[config.mk]
export PLATFORM = sky130hd
export DESIGN_NAME = pump_fill_controller_core
export DESIGN_NICKNAME = d
export VERILOG_FILES = /design/src/pfc_pkg.sv /design/src/pump_fill_controller_core.sv /design/src/pfc_step.sv
export SDC_FILE = /design/constraint.sdc
export NUM_CORES = 1
export LEC_CHECK = 0
export ABC_AREA = 1
export ABC_CLOCK_PERIOD_IN_PS = 6230
export BUFFER_PORTS_ARGS = -buffer_cell sky130_fd_sc_hd__buf_2
export CAP_MARGIN = 5
export CORE_ASPECT_RATIO = 1.1
export CORE_MARGIN = 2
export CORE_UTILIZATION = 35
export CTS_BUF_LIST = sky130_fd_sc_hd__clkbuf_2
export CTS_CLUSTER_SIZE = 30
export DETAILED_ROUTE_END_ITERATION = 8
export PLACE_DENSITY = 0.5
export SLEW_MARGIN = 20
export SYNTH_ARGS = -nofsm -noshare
export SYNTH_HDL_FRONTEND = slang
export SYNTH_SLANG_ARGS = --single-unit
[constraint.sdc]
create_clock -name i_clk -period 6.23 [get_ports i_clk]
set_input_delay 0.623 -clock i_clk [delete_from_list [all_inputs] [get_ports i_clk]]
set_output_delay 0.623 -clock i_clk [all_outputs]
set_load 0.01 [all_outputs]
[src/pfc_pkg.sv]
// ----------------------------------------------------------------------------
// pfc_pkg
// Types, field widths and reset values for the pump fill controller.
// ----------------------------------------------------------------------------
package pfc_pkg;

    localparam int unsigned LEVEL_W   = 10;
    localparam int unsigned TIMEOUT_W = 16;
    localparam int unsigned INDEX_W   = 4;
    localparam int unsigned SUM_W     = 14;
    localparam int unsigned TICKS_W   = 17;
    localparam int unsigned STATUS_W  = 3;
    localparam int unsigned CFG_IDX_W = 2;
    localparam int unsigned CFG_DAT_W = 16;

    localparam logic [LEVEL_W-1:0]   THRESHOLD_RST = LEVEL_W'(400);
    localparam logic [TIMEOUT_W-1:0] TIMEOUT_RST   = TIMEOUT_W'(200);
    localparam logic [TICKS_W-1:0]   TICKS_MAX     = {TICKS_W{1'b1}};

    typedef enum logic [CFG_IDX_W-1:0] {
        REG_LEVEL_THRESHOLD = 2'd0,
        REG_TIMEOUT_TICKS   = 2'd1
    } t_cfg_reg;

    typedef enum logic [STATUS_W-1:0] {
        STATUS_IDLE    = 3'd0,
        STATUS_PUMPING = 3'd1,
        STATUS_FULL    = 3'd2,
        STATUS_SUCCESS = 3'd3,
        STATUS_TIMEOUT = 3'd4
    } t_status;

    typedef struct packed {
        logic [LEVEL_W-1:0]   level_threshold;
        logic [TIMEOUT_W-1:0] timeout_ticks;
    } t_cfg;

    typedef struct packed {
        logic                 busy;
        logic [INDEX_W-1:0]   sample_index;
        logic [SUM_W-1:0]     sample_sum;
        logic [TICKS_W-1:0]   elapsed_ticks;
        logic [LEVEL_W-1:0]   last_average;
    } t_state;

endpackage

[src/pump_fill_controller_core.sv]
// ----------------------------------------------------------------------------
// pump_fill_controller_core
// Pump fill controller: start and tick requests in, one status result out.
// ----------------------------------------------------------------------------
//  channel | handshake                 | payload
//  --------+---------------------------+-----------------------------------
//  in      | i_in_valid / o_in_ready   | i_command, i_level_sample
//  out     | o_out_valid / i_out_ready | o_status, o_pump_on, o_average_level
//  cfg     | i_cfg_we                  | i_cfg_index, i_cfg_data
//
//  One request per cycle unless the output stalls; the result appears in the
//  output register in the cycle after acceptance. A request is taken whenever
//  the output register is empty or being drained in the same cycle. Synchronous
//  reset returns to idle with default thresholds; there is no clearing pass.
// ----------------------------------------------------------------------------
module pump_fill_controller_core #(
    parameter int unsigned SAMPLES_PER_AVERAGE = 7
) (
    input  logic                              i_clk,
    input  logic                              i_rst_n,
    input  logic                              i_cfg_we,
    input  logic [pfc_pkg::CFG_IDX_W-1:0]     i_cfg_index,
    input  logic [pfc_pkg::CFG_DAT_W-1:0]     i_cfg_data,
    input  logic                              i_in_valid,
    output logic                              o_in_ready,
    input  logic                              i_command,
    input  logic [pfc_pkg::LEVEL_W-1:0]       i_level_sample,
    output logic                              o_out_valid,
    input  logic                              i_out_ready,
    output logic [pfc_pkg::STATUS_W-1:0]      o_status,
    output logic                              o_pump_on,
    output logic [pfc_pkg::LEVEL_W-1:0]       o_average_level
);
    import pfc_pkg::*;

    t_cfg    r_cfg;
    t_state  r_state;
    t_state  n_state;
    t_status n_status;
    logic    n_pump_on;
    logic    r_out_valid;
    t_status r_status;
    logic    r_pump_on;
    logic [LEVEL_W-1:0] r_average;
    logic    in_fire;

    assign o_in_ready = !r_out_valid || i_out_ready;
    assign in_fire    = i_in_valid && o_in_ready;

    pfc_step #(
        .SAMPLES_PER_AVERAGE (SAMPLES_PER_AVERAGE)
    ) u_step (
        .i_cfg          (r_cfg),
        .i_state        (r_state),
        .i_command      (i_command),
        .i_level_sample (i_level_sample),
        .o_state        (n_state),
        .o_status       (n_status),
        .o_pump_on      (n_pump_on)
    );

    always_ff @(posedge i_clk) begin
        if (!i_rst_n) begin
            r_cfg.level_threshold <= THRESHOLD_RST;
            r_cfg.timeout_ticks   <= TIMEOUT_RST;
        end else if (i_cfg_we) begin
            unique case (i_cfg_index)
                REG_LEVEL_THRESHOLD: r_cfg.level_threshold <= i_cfg_data[LEVEL_W-1:0];
                REG_TIMEOUT_TICKS:   r_cfg.timeout_ticks   <= i_cfg_data[TIMEOUT_W-1:0];
                default: ;
            endcase
        end
    end

    always_ff @(posedge i_clk) begin
        if (!i_rst_n) begin
            r_state     <= '0;
            r_out_valid <= 1'b0;
        end else begin
            if (in_fire) begin
                r_state     <= n_state;
                r_out_valid <= 1'b1;
            end else if (i_out_ready) begin
                r_out_valid <= 1'b0;
            end
        end
    end

    always_ff @(posedge i_clk) begin
        if (in_fire) begin
            r_status  <= n_status;
            r_pump_on <= n_pump_on;
            r_average <= n_state.last_average;
        end
    end

    assign o_out_valid     = r_out_valid;
    assign o_status        = r_status;
    assign o_pump_on       = r_pump_on;
    assign o_average_level = r_average;

    a_pump_matches_busy: assert property (@(posedge i_clk) disable iff (!i_rst_n)
        o_out_valid |-> (o_pump_on == r_state.busy))
        else $error("pump_on disagrees with busy state");

    a_average_matches_state: assert property (@(posedge i_clk) disable iff (!i_rst_n)
        o_out_valid |-> (o_average_level == r_state.last_average))
        else $error("average_level disagrees with stored average");

    a_done_stops_pump: assert property (@(posedge i_clk) disable iff (!i_rst_n)
        (o_out_valid && (o_status == STATUS_SUCCESS || o_status == STATUS_TIMEOUT
                         || o_status == STATUS_FULL)) |-> !o_pump_on)
        else $error("pump left on after terminal status");

    a_index_in_block: assert property (@(posedge i_clk) disable iff (!i_rst_n)
        ({1'b0, r_state.sample_index} < 5'(SAMPLES_PER_AVERAGE))
        || (SAMPLES_PER_AVERAGE >= (1 << INDEX_W)))
        else $error("sample index outside averaging block");

    a_idle_clears_nothing: assert property (@(posedge i_clk) disable iff (!i_rst_n)
        (in_fire && !r_state.busy && i_command) |=> $stable(r_state))
        else $error("tick while idle changed state");

endmodule

[src/pfc_step.sv]
// ----------------------------------------------------------------------------
// pfc_step
// Next controller state and result for one request.
// ----------------------------------------------------------------------------
module pfc_step #(
    parameter int unsigned SAMPLES_PER_AVERAGE = 7
) (
    input  pfc_pkg::t_cfg                   i_cfg,
    input  pfc_pkg::t_state                 i_state,
    input  logic                            i_command,
    input  logic [pfc_pkg::LEVEL_W-1:0]     i_level_sample,
    output pfc_pkg::t_state                 o_state,
    output pfc_pkg::t_status                o_status,
    output logic                            o_pump_on
);
    import pfc_pkg::*;

    localparam int unsigned N_W       = 5;
    localparam int unsigned DIV_SHIFT = SUM_W + 4;
    localparam int unsigned MULT_W    = DIV_SHIFT + 1;
    localparam int unsigned PROD_W    = SUM_W + MULT_W;
    localparam int unsigned LIMIT_W   = LEVEL_W + N_W;
    localparam logic [N_W-1:0]    N_VAL    = N_W'(SAMPLES_PER_AVERAGE);
    localparam logic [MULT_W-1:0] DIV_MULT =
        MULT_W'(((64'd1 << DIV_SHIFT) + SAMPLES_PER_AVERAGE - 1) / SAMPLES_PER_AVERAGE);

    logic [INDEX_W-1:0] idx_inc;
    logic [SUM_W-1:0]   sum_inc;
    logic [TICKS_W-1:0] ticks_inc;
    logic               block_done;
    logic [PROD_W-1:0]  quot_prod;
    logic [LIMIT_W-1:0] fill_limit;
    logic               reached;
    logic               timed_out;

    assign idx_inc    = i_state.sample_index + INDEX_W'(1);
    assign sum_inc    = i_state.sample_sum + SUM_W'(i_level_sample);
    assign ticks_inc  = (i_state.elapsed_ticks == TICKS_MAX) ? TICKS_MAX
                        : i_state.elapsed_ticks + TICKS_W'(1);
    assign block_done = {1'b0, idx_inc} >= N_VAL;
    assign quot_prod  = PROD_W'(sum_inc) * PROD_W'(DIV_MULT);
    assign fill_limit = LIMIT_W'(i_cfg.level_threshold) * LIMIT_W'(N_VAL);
    assign reached    = block_done && (LIMIT_W'(sum_inc) >= fill_limit);
    assign timed_out  = ticks_inc > TICKS_W'(i_cfg.timeout_ticks);

    always_comb begin
        o_state   = i_state;
        o_status  = STATUS_IDLE;
        o_pump_on = i_state.busy;
        if (!i_command) begin
            if (i_state.busy) begin
                o_status = STATUS_IDLE;
            end else if (i_level_sample >= i_cfg.level_threshold) begin
                o_status = STATUS_FULL;
            end else begin
                o_state.busy          = 1'b1;
                o_state.sample_index  = '0;
                o_state.sample_sum    = '0;
                o_state.elapsed_ticks = '0;
                o_status              = STATUS_PUMPING;
                o_pump_on             = 1'b1;
            end
        end else if (i_state.busy) begin
            o_state.elapsed_ticks = ticks_inc;
            if (block_done) begin
                o_state.sample_index = '0;
                o_state.sample_sum   = '0;
                o_state.last_average = quot_prod[DIV_SHIFT +: LEVEL_W];
            end else begin
                o_state.sample_index = idx_inc;
                o_state.sample_sum   = sum_inc;
            end
            if (timed_out) begin
                o_state.busy = 1'b0;
                o_status     = STATUS_TIMEOUT;
                o_pump_on    = 1'b0;
            end else if (reached) begin
                o_state.busy = 1'b0;
                o_status     = STATUS_SUCCESS;
                o_pump_on    = 1'b0;
            end else begin
                o_status  = STATUS_PUMPING;
                o_pump_on = 1'b1;
            end
        end
    end

endmodule
# Word level (Yosys, flattened, before mapping)
# Cells that the tools add are included.
op_classes:
  add_sub_neg: 3
  n_mul: 2
  order_cmp: 4
  n_eq_ne: 5
  muxes: 22
  reduce_logical: 9
ops:
  columns: ["cell", "count"]
  rows:
  - ["36-bit two-way mux", 3]
  - ["46-bit two-way mux", 1]
  - ["14-bit by 15-bit multiplier with 27-bit output, second input constant", 1]
  - ["10-bit two-way mux", 2]
  - ["18-bit two-way mux", 1]
  - ["17-bit by 1-bit adder with 17-bit output, second input constant", 1]
  - ["17-bit equality test, second input constant", 1]
  - ["17-bit by 16-bit greater-than comparator with 1-bit output", 1]
  - ["17-bit two-way mux", 1]
  - ["14-bit by 10-bit adder with 14-bit output", 1]
  - ["14-bit by 13-bit >= comparator with 1-bit output", 1]
  - ["10-bit by 3-bit multiplier with 13-bit output, second input constant", 1]
  - ["3-bit two-way mux", 4]
  - ["10-bit >= comparator", 1]
  - ["1-bit two-way mux", 8]
  - ["4-bit by 1-bit adder with 4-bit output, second input constant", 1]
  - ["4-bit by 3-bit >= comparator with 1-bit output, second input constant", 1]
  - ["2-bit two-way mux", 2]
  - ["2-bit != test, second input constant", 2]
  - ["2-bit AND reduction", 2]
  - ["4-bit AND reduction", 1]
  - ["2-bit by 1-bit equality test with 1-bit output, second input constant", 1]
  - ["1-bit logical AND", 2]
  - ["2-bit logical NOT", 1]
  - ["other kinds (4)", 4]
totals:
  register_bits: 87
  inputBits: 34
  output_inout_bits: 16

# Longest topological paths before layout
# Gate-level depths: netlist of the first run.
logic_depth:
  ltp_word: 7
  mapped_depth: 36
  depth_no_buf: 36

# Hierarchy
# Synthesis of the first run repeated with hierarchy kept, for this count alone.
unflattened:
  cells_unflattened: 1512
  hier_area_um2: 10299.9
by_module_without_submodules:
  columns: ["mod", "instances", "cells_per_inst", "area_per_inst_um2", "seq_area_each_um2"]
  rows:
  - ["pfc_step", 1, 1032, 6696.4, 0.0]
  - ["pump_fill_controller_core", 1, 480, 3603.5, 1881.8]

# Worst setup path after synthesis of the first run
# No wires, ideal clock.
synth_path:
  path_kind: "in2reg"
  startpoint: "input port i_level_sample[2] in the netlist's numbering"
  endpoint: "register r_average[6] (netlist: o_average_level[6]), data pin"
  setup_ps: 251
  arrival_ps: 5788
  t_required_ps: 5979
  setup_slack_ps: 191
  stages: 31
  path_buffers: 0
  cell_sequence: "ha_1 a21o_1 nand2_1 nand3_2 nand2_2 nor3_2 nand2_1 nand2_1 nand2_1 and2_1 ha_1 inv_1 fa_1 fa_1 fa_1 inv_1 fa_1 inv_1 fa_1 inv_1 ha_1 a21oi_1 a21boi_0 nand2_1 nand2_1 o211ai_1 nand2b_1 nand2_1 nand3_1 nand2_1 inv_1"
synth_lines:
  columns: ["item", "line", "text"]
  rows:
  - ["from (decl)", "pump_fill_controller_core.sv:27", "input logic [pfc_pkg::LEVEL_W-1:0] i_level_sample,"]
  - ["to (signal assigned)", "pump_fill_controller_core.sv:93", "r_average <= n_state.last_average;"]
  - ["to (decl)", "pump_fill_controller_core.sv:44", "logic [LEVEL_W-1:0] r_average;"]

==> impl_table.tex, run 1 <==
\begin{tabular}{lr}
\hline
Metric & Value \\
\hline
\multicolumn{2}{l}{\textbf{Pwr}} \\
\quad Power share of the sequential group & about 22\% \\
\quad Standby leakage power & 5.24 nW \\
\quad Combinational share of power & 66.4\% \\
\quad PD cells & 278 mW/mm² \\
\quad Cell-internal power & 0.00151 W \\
\quad Power spent charging and discharging nets & 0.00134 W \\
\quad Clock power share & 12.1\% \\
\quad Switching share of total power & between 40\% and 50\% \\
\quad Max IR drop VDD & just under 0.2 mV \\
\multicolumn{2}{l}{\textbf{Synth}} \\
\quad Register area share after synthesis & 21.3\% \\
\quad Post-synthesis cell count & roughly 1,100 \\
\quad Share of flip-flops with an asynchronous set or reset after synthesis & 0\% \\
\quad Number of flops mapped to enable cells by yosys & 14 \\
\quad Post-synth net total & 1,374 \\
\quad Post-synthesis instance area & 0.00882 mm² \\
\quad Post-synth top cells & nand2\_1 (196), inv\_1 (192), ha\_1 (155) \\
\quad Average size of a mapped cell & 7.69 µm² \\
\quad Post-synthesis cell type with the largest combined area & ha\_1 \\
\quad Count of state elements after synthesis & 87 \\
\quad Most instantiated library cell after synthesis & nand2\_1 \\
\quad Yosys warning count & 0 \\
\quad Portion of synthesized cell area occupied by the leading cell type & 22.0\% \\
\quad Most frequently used flop master after synthesis & dfxtp\_1 \\
\quad Synth top area cells & ha\_1 (22\%), dfxtp\_1 (17\%), fa\_1 (8.9\%) \\
\quad Count of distinct cell types in the synthesized netlist & 49 \\
\multicolumn{2}{l}{\textbf{Timing}} \\
\quad Worst Tran Pin Value & about 1.0 ns \\
\quad Fin. Hold Viols & 0 \\
\quad Final critical path time including I/O delays and setup & 5.86 ns \\
\quad Slack of the critical path & 0.374 ns \\
\quad Max-slew violation count & 0 \\
\quad Highest Clock Rate & 171 MHz \\
\quad Part of the cycle the worst path needs & 94.0\% \\
\quad \# setup viols final & 0 \\
\quad Worst clock skew & 0.0566 ns \\
\quad Total Neg Setup Slack & 0 ns \\
\quad Relative max-transition margin & 29.9\% \\
\multicolumn{2}{l}{\textbf{Clock network}} \\
\quad CTS Root Buffer Type & clkbuf\_2 \\
\quad Clock insertion delay at the later pin of the skew report & 0.63 ns \\
\quad Depth of the CTS H-tree & 3 \\
\quad Post-CTS clock slew at the launch and capture registers of the worst setup and hold paths & 0.32 ns \\
\quad Clock tree from TritonCTS & done \\
\quad Buffer depth of the longest clock path & 2 \\
\quad Number of clock buffers inserted by TritonCTS & 9 \\
\quad Clock Sink Count & 87 \\
\quad Hold buffer count at cts & 0 \\
\multicolumn{2}{l}{\textbf{Global routing}} \\
\quad Wire length of the first global-routing pass & 37,300 µm \\
\quad GRT Resource Usage Total & 17.7\% \\
\quad Total congestion overflow & 0 \\
\quad Number of global-route vias before repair & approximately 7,700 \\
\quad Number of antenna violations at the first check in global routing & 2 \\
\quad Largest net degree at the start of global routing & between 40 and 50 \\
\multicolumn{2}{l}{\textbf{Drt}} \\
\quad Detailed Route Iter0 Violations & 310 \\
\quad Post-DRT Antenna Nets & 0 \\
\quad Total routed wirelength & approximately 22,000 µm \\
\quad Vias & about 7,600 \\
\quad Number of vias per cell & 4.84 \\
\quad Average routed wire per standard cell & between 10 and 15 µm \\
\quad First-pass iteration count of the detailed router & 4 \\
\quad DRC violation count after routing & 0 \\
\multicolumn{2}{l}{\textbf{Placed design}} \\
\quad DP Wirelength & 18,000 µm \\
\quad Port Buf Inserts & 49 \\
\quad Last weighted congestion value of the routability-driven placer & slightly below 0.9 \\
\quad Post-detailed-placement cell area & 0.00991 mm² \\
\quad Post-place setup slack & -0.322 ns \\
\multicolumn{2}{l}{\textbf{Die}} \\
\quad Width of the chip & 155 µm \\
\quad Full die area & 0.0265 mm² \\
\quad Cell Rows & 60 \\
\quad Initial Util & 35.8\% \\
\quad Die height & about 170 µm \\
\quad Area of the placeable core & 0.0246 mm² \\
\quad \# IOs & 50 \\
\multicolumn{2}{l}{\textbf{Setup path}} \\
\quad Largest driver fanout on the critical path & 3 \\
\quad Kind of cell adding the most delay to the critical path & adder cells \\
\quad Required time of the critical path & approximately 6.6 ns \\
\quad Reg-to-reg startpoint & r\_state[30] \\
\quad Endpoint kind of the worst setup timing path & flip-flop \\
\quad Biggest cell delay along the critical path & $\sim$0.5 ns \\
\quad Startpoint types & flip-flop \\
\quad Terminus of the critical flop-to-flop path & o\_average\_level[9] \\
\quad Number of buffers and inverters on the critical path & 9 \\
\quad Register-to-register setup slack & $\sim$0.37 ns \\
\quad Depth of the most critical reg-to-reg path & 36 \\
\quad Critical path's slowest cell & fa\_1 \\
\quad Crit Path Class & flip-flop to flip-flop \\
\quad Signal arrival time at the worst endpoint & 6.24 ns \\
\multicolumn{2}{l}{\textbf{Layout}} \\
\quad \# fillers & 2,586 \\
\quad Ratio of cells with drive above 1 in the final layout & 18.4\% \\
\quad Finished Cell Area & 0.0102 mm² \\
\quad Growth of design area from synthesis to finish & 15.9\% \\
\quad Number of nets in the layout & 1,487 \\
\multicolumn{2}{l}{\textbf{Run}} \\
\quad Maxcap violations & 0 \\
\multicolumn{2}{l}{\textbf{Hold path}} \\
\quad Beginning of the worst hold path & i\_cfg\_data[6] \\
\quad Worst hold path depth & 3 \\
\quad Hold Path Sink & r\_cfg[6] \\
\quad Min-delay worst type & input port to flip-flop \\
\multicolumn{2}{l}{\textbf{Run status}} \\
\quad Outcome & finished, final reports clean \\
\hline
\end{tabular}
metrics by stage:
| step | total power, W | hold slack, ns | std cells | util (%) |
|---|---|---|---|---|
| floorplan | 0.00174 | 0.427 | 1146 | - |
| global placement | 0.00236 | 0.433 | 1557 | 40.2 |
| detailed placement | 0.00237 | 0.436 | 1557 | 40.2 |
| CTS | 0.00273 | 0.145 | 1573 | 40.8 |
| global route | 0.00317 | 0.136 | 1576 | 41.5 |
| finish | 0.00284 | 0.208 | 1576 | 41.5 |
how the worst max path moves through the flow:
stage | from | end | slack (ns) | cells after the start
after CTS | r_state[27] | o_average_level[9] | 0.004 | 33
after detailed placement | i_level_sample[4] | o_average_level[9] | -0.32 | 37
final | r_state[30] | o_average_level[9] | 0.37 | 36
after floorplan | i_level_sample[2] | o_average_level[6] | 0.19 | 31
after global placement | i_level_sample[4] | o_average_level[9] | -0.30 | 37
after global routing | r_state[27] | o_average_level[0] | -0.02 | 32
sequential cells by signal, summed over array words and instances (netlist names):
name,cells
r_state,46
r_cfg,26
o_average_level,10
o_status,3
o_out_valid,1
o_pump_on,1
area by class of cell:
cell class	count	area (µm²)	area share (%)
antenna	2	5.00	0.0490
clock inverter	7	86.3	0.845
inverter	193	724	7.09
tap	310	388	3.80
multi-input combinational	841	6250	61.2
timing repair buffer	127	831	8.13
sequential	87	1890	18.5
clock buffer	9	45.0	0.441
worst register-to-register path, delay by kind of cell (launching register included):
kind                     cells  cell delay, ns
buffers and inverters        9            0.50
flip-flops                   1            0.39
AND/OR/NAND/NOR             18            1.51
AO/OA/AOI/OAI                1            0.18
adder cells (fa/ha/maj)      8            3.07
cells by family (layout without fill, tap and decap cells):
group | Yosys count | in the layout | synth area share [%]
AOI/OAI and AO/OA | 208 | 208 | 13.3
xor gates and xnor gates | 33 | 33 | 3.36
adders and majority gates | 194 | 194 | 30.9
buffers and inverters | 218 | 336 | 9.58
DFF | 87 | 87 | 21.3
other | 0 | 2 | 0
and+or+nand+nor | 406 | 406 | 21.6
cells in the final DEF (no fill, tap or decap), types with 13 or more instances in the layout:
cell type,instances
a21oi_1,98
a21oi_2,14
buf_2,49
buf_4,78
dfxtp_1,69
edfxtp_1,14
fa_1,39
ha_1,151
inv_1,189
nand2_1,189
nand2_2,16
nand3_1,75
nand4_1,13
nor2_1,51
o21ai_0,52
xor2_1,20
per-layer routing:
metal / global-route usage [%] / vias up / share of wire [%] / wire [µm]
met2: 32.1 / 100 / 49 / 11100
li1: - / 4012 / - / -
met3: 2.75 / 26 / 2.8 / 634
met5: 0 / - / 0 / 0
met4: 4.87 / 0 / 2.2 / 498
met1: 21.7 / 3493 / 46 / 10200
power by group through the flow:
stage	registers [W]	clock network, W	logic, W
after floorplan	0.000624	0	0.00112
after global placement	0.000623	0	0.00174
after detailed placement	0.000623	0	0.00175
after CTS	0.000613	0.000362	0.00176
after global routing	0.000617	0.000387	0.00217
final	0.000613	0.000343	0.00189
timing repair:
item	CTS	global route
resized for setup	0	41
endpoints found under the hold margin	0	0
buffers inserted	0	1
setup endpoints to repair	0	20
(Power assumes the default switching activity.)
==> inputs of run 2 (changes only) <==
ABC_CLOCK_PERIOD_IN_PS = 7450   (was 6230)
PLACE_DENSITY = 0.49   (was 0.5)
clock period = 7.45 ns   (was 6.23 ns; I/O delays follow)
==> impl_table.tex, run 2 (synthesis results as in run 1) <==
\begin{tabular}{lr}
\hline
Metric & Value \\
\hline
\multicolumn{2}{l}{\textbf{Timing}} \\
\quad RSZ-0062 raised after global routing & false \\
\quad Max-slew violation count & 0 (unchanged) \\
\quad Fin. Hold Viols & 0 (unchanged) \\
\quad Part of the cycle the worst path needs & 85.2\% (was 94.0\%) \\
\quad \# setup viols final & 0 (unchanged) \\
\quad Relative max-transition margin & 44.6\% (was 29.9\%) \\
\quad Final critical path time including I/O delays and setup & 6.35 ns (was 5.86 ns) \\
\quad Worst clock skew & 0.0583 ns (was 0.0566 ns) \\
\quad Highest Clock Rate & 158 MHz (was 171 MHz) \\
\quad Worst Tran Pin Value & 0.830 ns (was 1.05 ns) \\
\quad Total Neg Setup Slack & 0 ns (unchanged) \\
\quad Slack of the critical path & 1.10 ns (was 0.374 ns) \\
\multicolumn{2}{l}{\textbf{Pwr}} \\
\quad Max IR drop VDD & 0.128 mV (was 0.193 mV) \\
\quad Power spent charging and discharging nets & 0.00101 W (was 0.00134 W) \\
\quad Power share of the sequential group & 25.0\% (was 21.5\%) \\
\quad Cell-internal power & 0.00104 W (was 0.00151 W) \\
\quad Clock power share & 14.0\% (was 12.1\%) \\
\quad Total power consumption of the routed design & 0.00205 W (was 0.00284 W) \\
\quad Standby leakage power & 4.87 nW (was 5.24 nW) \\
\quad Combinational share of power & 60.9\% (was 66.4\%) \\
\quad PD cells & 215 mW/mm² (was 278 mW/mm²) \\
\quad Switching share of total power & 49.3\% (was 47.1\%) \\
\multicolumn{2}{l}{\textbf{Placed design}} \\
\quad Port Buf Inserts & 49 (unchanged) \\
\quad Last weighted congestion value of the routability-driven placer & 0.887 (about the same) \\
\quad Post-place setup slack & 0.602 ns (was -0.322 ns) \\
\quad DP Wirelength & 17,900 µm (was 18,000 µm) \\
\quad Post-detailed-placement cell area & 0.00939 mm² (was 0.00991 mm²) \\
\multicolumn{2}{l}{\textbf{Layout}} \\
\quad \# fillers & 2,690 (was 2,586) \\
\quad Finished Cell Area & 0.00952 mm² (was 0.0102 mm²) \\
\quad Commonest non-fill, non-tap cells in the layout & nand2\_1 (196), inv\_1 (191), ha\_1 (155) (was inv\_1 (189), nand2\_1 (189), ha\_1 (151)) \\
\quad Leading cell type in the layout, fill and taps excluded & nand2\_1 \\
\quad Growth of design area from synthesis to finish & 8.03\% (was 15.9\%) \\
\quad Ratio of cells with drive above 1 in the final layout & 10.8\% (was 18.4\%) \\
\quad Number of nets in the layout & 1,417 (was 1,487) \\
\quad Share of the core filled with cells in the final layout & 38.7\% (was 41.5\%) \\
\quad Largest register by flop count & r\_state (unchanged) \\
\quad Flip-flop count of the largest register, all copies and words added & 46 (unchanged) \\
\multicolumn{2}{l}{\textbf{Setup path}} \\
\quad Critical path's slowest cell & fa\_1 (unchanged) \\
\quad Startpoint types & flip-flop (unchanged) \\
\quad Required time of the critical path & 7.85 ns (was 6.62 ns) \\
\quad Crit Path Class & flip-flop to flip-flop (unchanged) \\
\quad Biggest cell delay along the critical path & 0.58 ns (was 0.50 ns) \\
\quad Most common cell on crit path & nand2\_1 \\
\quad Largest driver fanout on the critical path & 3 (unchanged) \\
\quad Signal arrival time at the worst endpoint & 6.75 ns (was 6.24 ns) \\
\quad Endpoint kind of the worst setup timing path & flip-flop (unchanged) \\
\multicolumn{2}{l}{\textbf{Die}} \\
\quad Width of the chip & 155 µm (unchanged) \\
\quad Area of the placeable core & 0.0246 mm² (unchanged) \\
\quad \# IOs & 50 (unchanged) \\
\quad Initial Util & 35.8\% (unchanged) \\
\quad Cell Rows & 60 (unchanged) \\
\quad Full die area & 0.0265 mm² (unchanged) \\
\quad Die height & 170 µm (unchanged) \\
\multicolumn{2}{l}{\textbf{Drt}} \\
\quad Total routed wirelength & 22,300 µm (was 22,400 µm) \\
\quad Detailed Route Iter0 Violations & 326 (was 310) \\
\quad Average routed wire per standard cell & 14.8 µm (was 14.2 µm) \\
\quad Vias & 7,347 (was 7,631) \\
\quad First-pass iteration count of the detailed router & 5 (was 4) \\
\quad Post-DRT Antenna Nets & 0 (unchanged) \\
\quad DRC violation count after routing & 0 (unchanged) \\
\quad Number of vias per cell & 4.88 (was 4.84) \\
\multicolumn{2}{l}{\textbf{Clock network}} \\
\quad Total setup buffers inserted after CTS & 0 (unchanged) \\
\quad Post-CTS clock slew at the launch and capture registers of the worst setup and hold paths & 0.32 ns (about the same) \\
\quad CTS Root Buffer Type & clkbuf\_2 (unchanged) \\
\quad Clock insertion delay at the later pin of the skew report & 0.65 ns (was 0.63 ns) \\
\quad Depth of the CTS H-tree & 3 (unchanged) \\
\quad Clock Sink Count & 87 (unchanged) \\
\quad Hold buffer count at cts & 0 (unchanged) \\
\quad Clock tree from TritonCTS & done (unchanged) \\
\quad Number of cells upsized or downsized after cts & 0 (unchanged) \\
\quad Buffer depth of the longest clock path & 2 (unchanged) \\
\quad Number of clock buffers inserted by TritonCTS & 9 (unchanged) \\
\multicolumn{2}{l}{\textbf{Global routing}} \\
\quad Total congestion overflow & 0 (unchanged) \\
\quad Largest net degree at the start of global routing & 41 (unchanged) \\
\quad Wire length of the first global-routing pass & 37,700 µm (was 37,300 µm) \\
\quad GRT Resource Usage Total & 17.8\% (was 17.7\%) \\
\quad Number of antenna violations at the first check in global routing & 2 (unchanged) \\
\quad Number of global-route vias before repair & 7,385 (was 7,664) \\
\multicolumn{2}{l}{\textbf{Run status}} \\
\quad Outcome & finished, final reports clean (unchanged) \\
\multicolumn{2}{l}{\textbf{Hold path}} \\
\quad Min-delay worst type & input port to flip-flop (unchanged) \\
\multicolumn{2}{l}{\textbf{Run}} \\
\quad Maxcap violations & 0 (unchanged) \\
\hline
\end{tabular}
==> run 2: cell types whose count changed in the layout (fill, tap and decap cells not counted), sizes merged <==
cell,change
buf,-70
clkbuf,+1
inv,-1
==> run 2: stage by stage <==
step                hold WS, ns  instances
floorplan                 0.427       1146
global placement          0.432       1488
detailed placement        0.445       1488
CTS                       0.230       1504
global route              0.243       1505
finish                    0.311       1506
==> run 2: routing by layer <==
| layer | track usage, % | part of all wire, % |
|---|---|---|
| met5 | 0 | 0 |
| met4 | 4.71 | 1.8 |
| met3 | 2.88 | 2.4 |
| met2 | 31.3 | 49 |
| met1 | 22.6 | 47 |
==> run 2: final timing paths <==
check,start,endpoint,slack [ns],depth (start not counted)
max reg2reg,r_state[27],o_average_level[6],1.10,29
min,i_cfg_data[6],r_cfg[6],0.31,3
min reg2reg,r_state[44],r_state[44],0.47,2
max,r_state[27],o_average_level[6],1.10,29
==> run 2: final cells by class <==
cell class / count / area [µm²] / share of cell area [%]
antenna: 2 / 5.00 / 0.0525
timing repair buffer: 57 / 305 / 3.21
tap: 310 / 388 / 4.07
sequential: 87 / 1880 / 19.8
clock inverter: 6 / 80.1 / 0.841
multi-input combinational: 841 / 6090 / 63.9
inverter: 193 / 724 / 7.61
clock buffer: 10 / 50.0 / 0.525
==> run 2: worst max-delay path, delay by kind of cell (launching register included) <==
kind | cells | cell delay [ns]
buf+inv | 6 | 0.31
flops | 1 | 0.41
simple gates | 12 | 1.30
fa+ha+maj | 8 | 3.49
compound gates | 3 | 0.56
==> run 2: power by group through the flow <==
stage,Clock (W),Sequential [W],Combinational [W]
after floorplan,0,0.000522,0.000933
after global placement,0,0.000521,0.00125
after detailed placement,0,0.000521,0.00125
after CTS,0.000303,0.000513,0.00126
after global routing,0.000316,0.000516,0.00147
final,0.000287,0.000512,0.00125
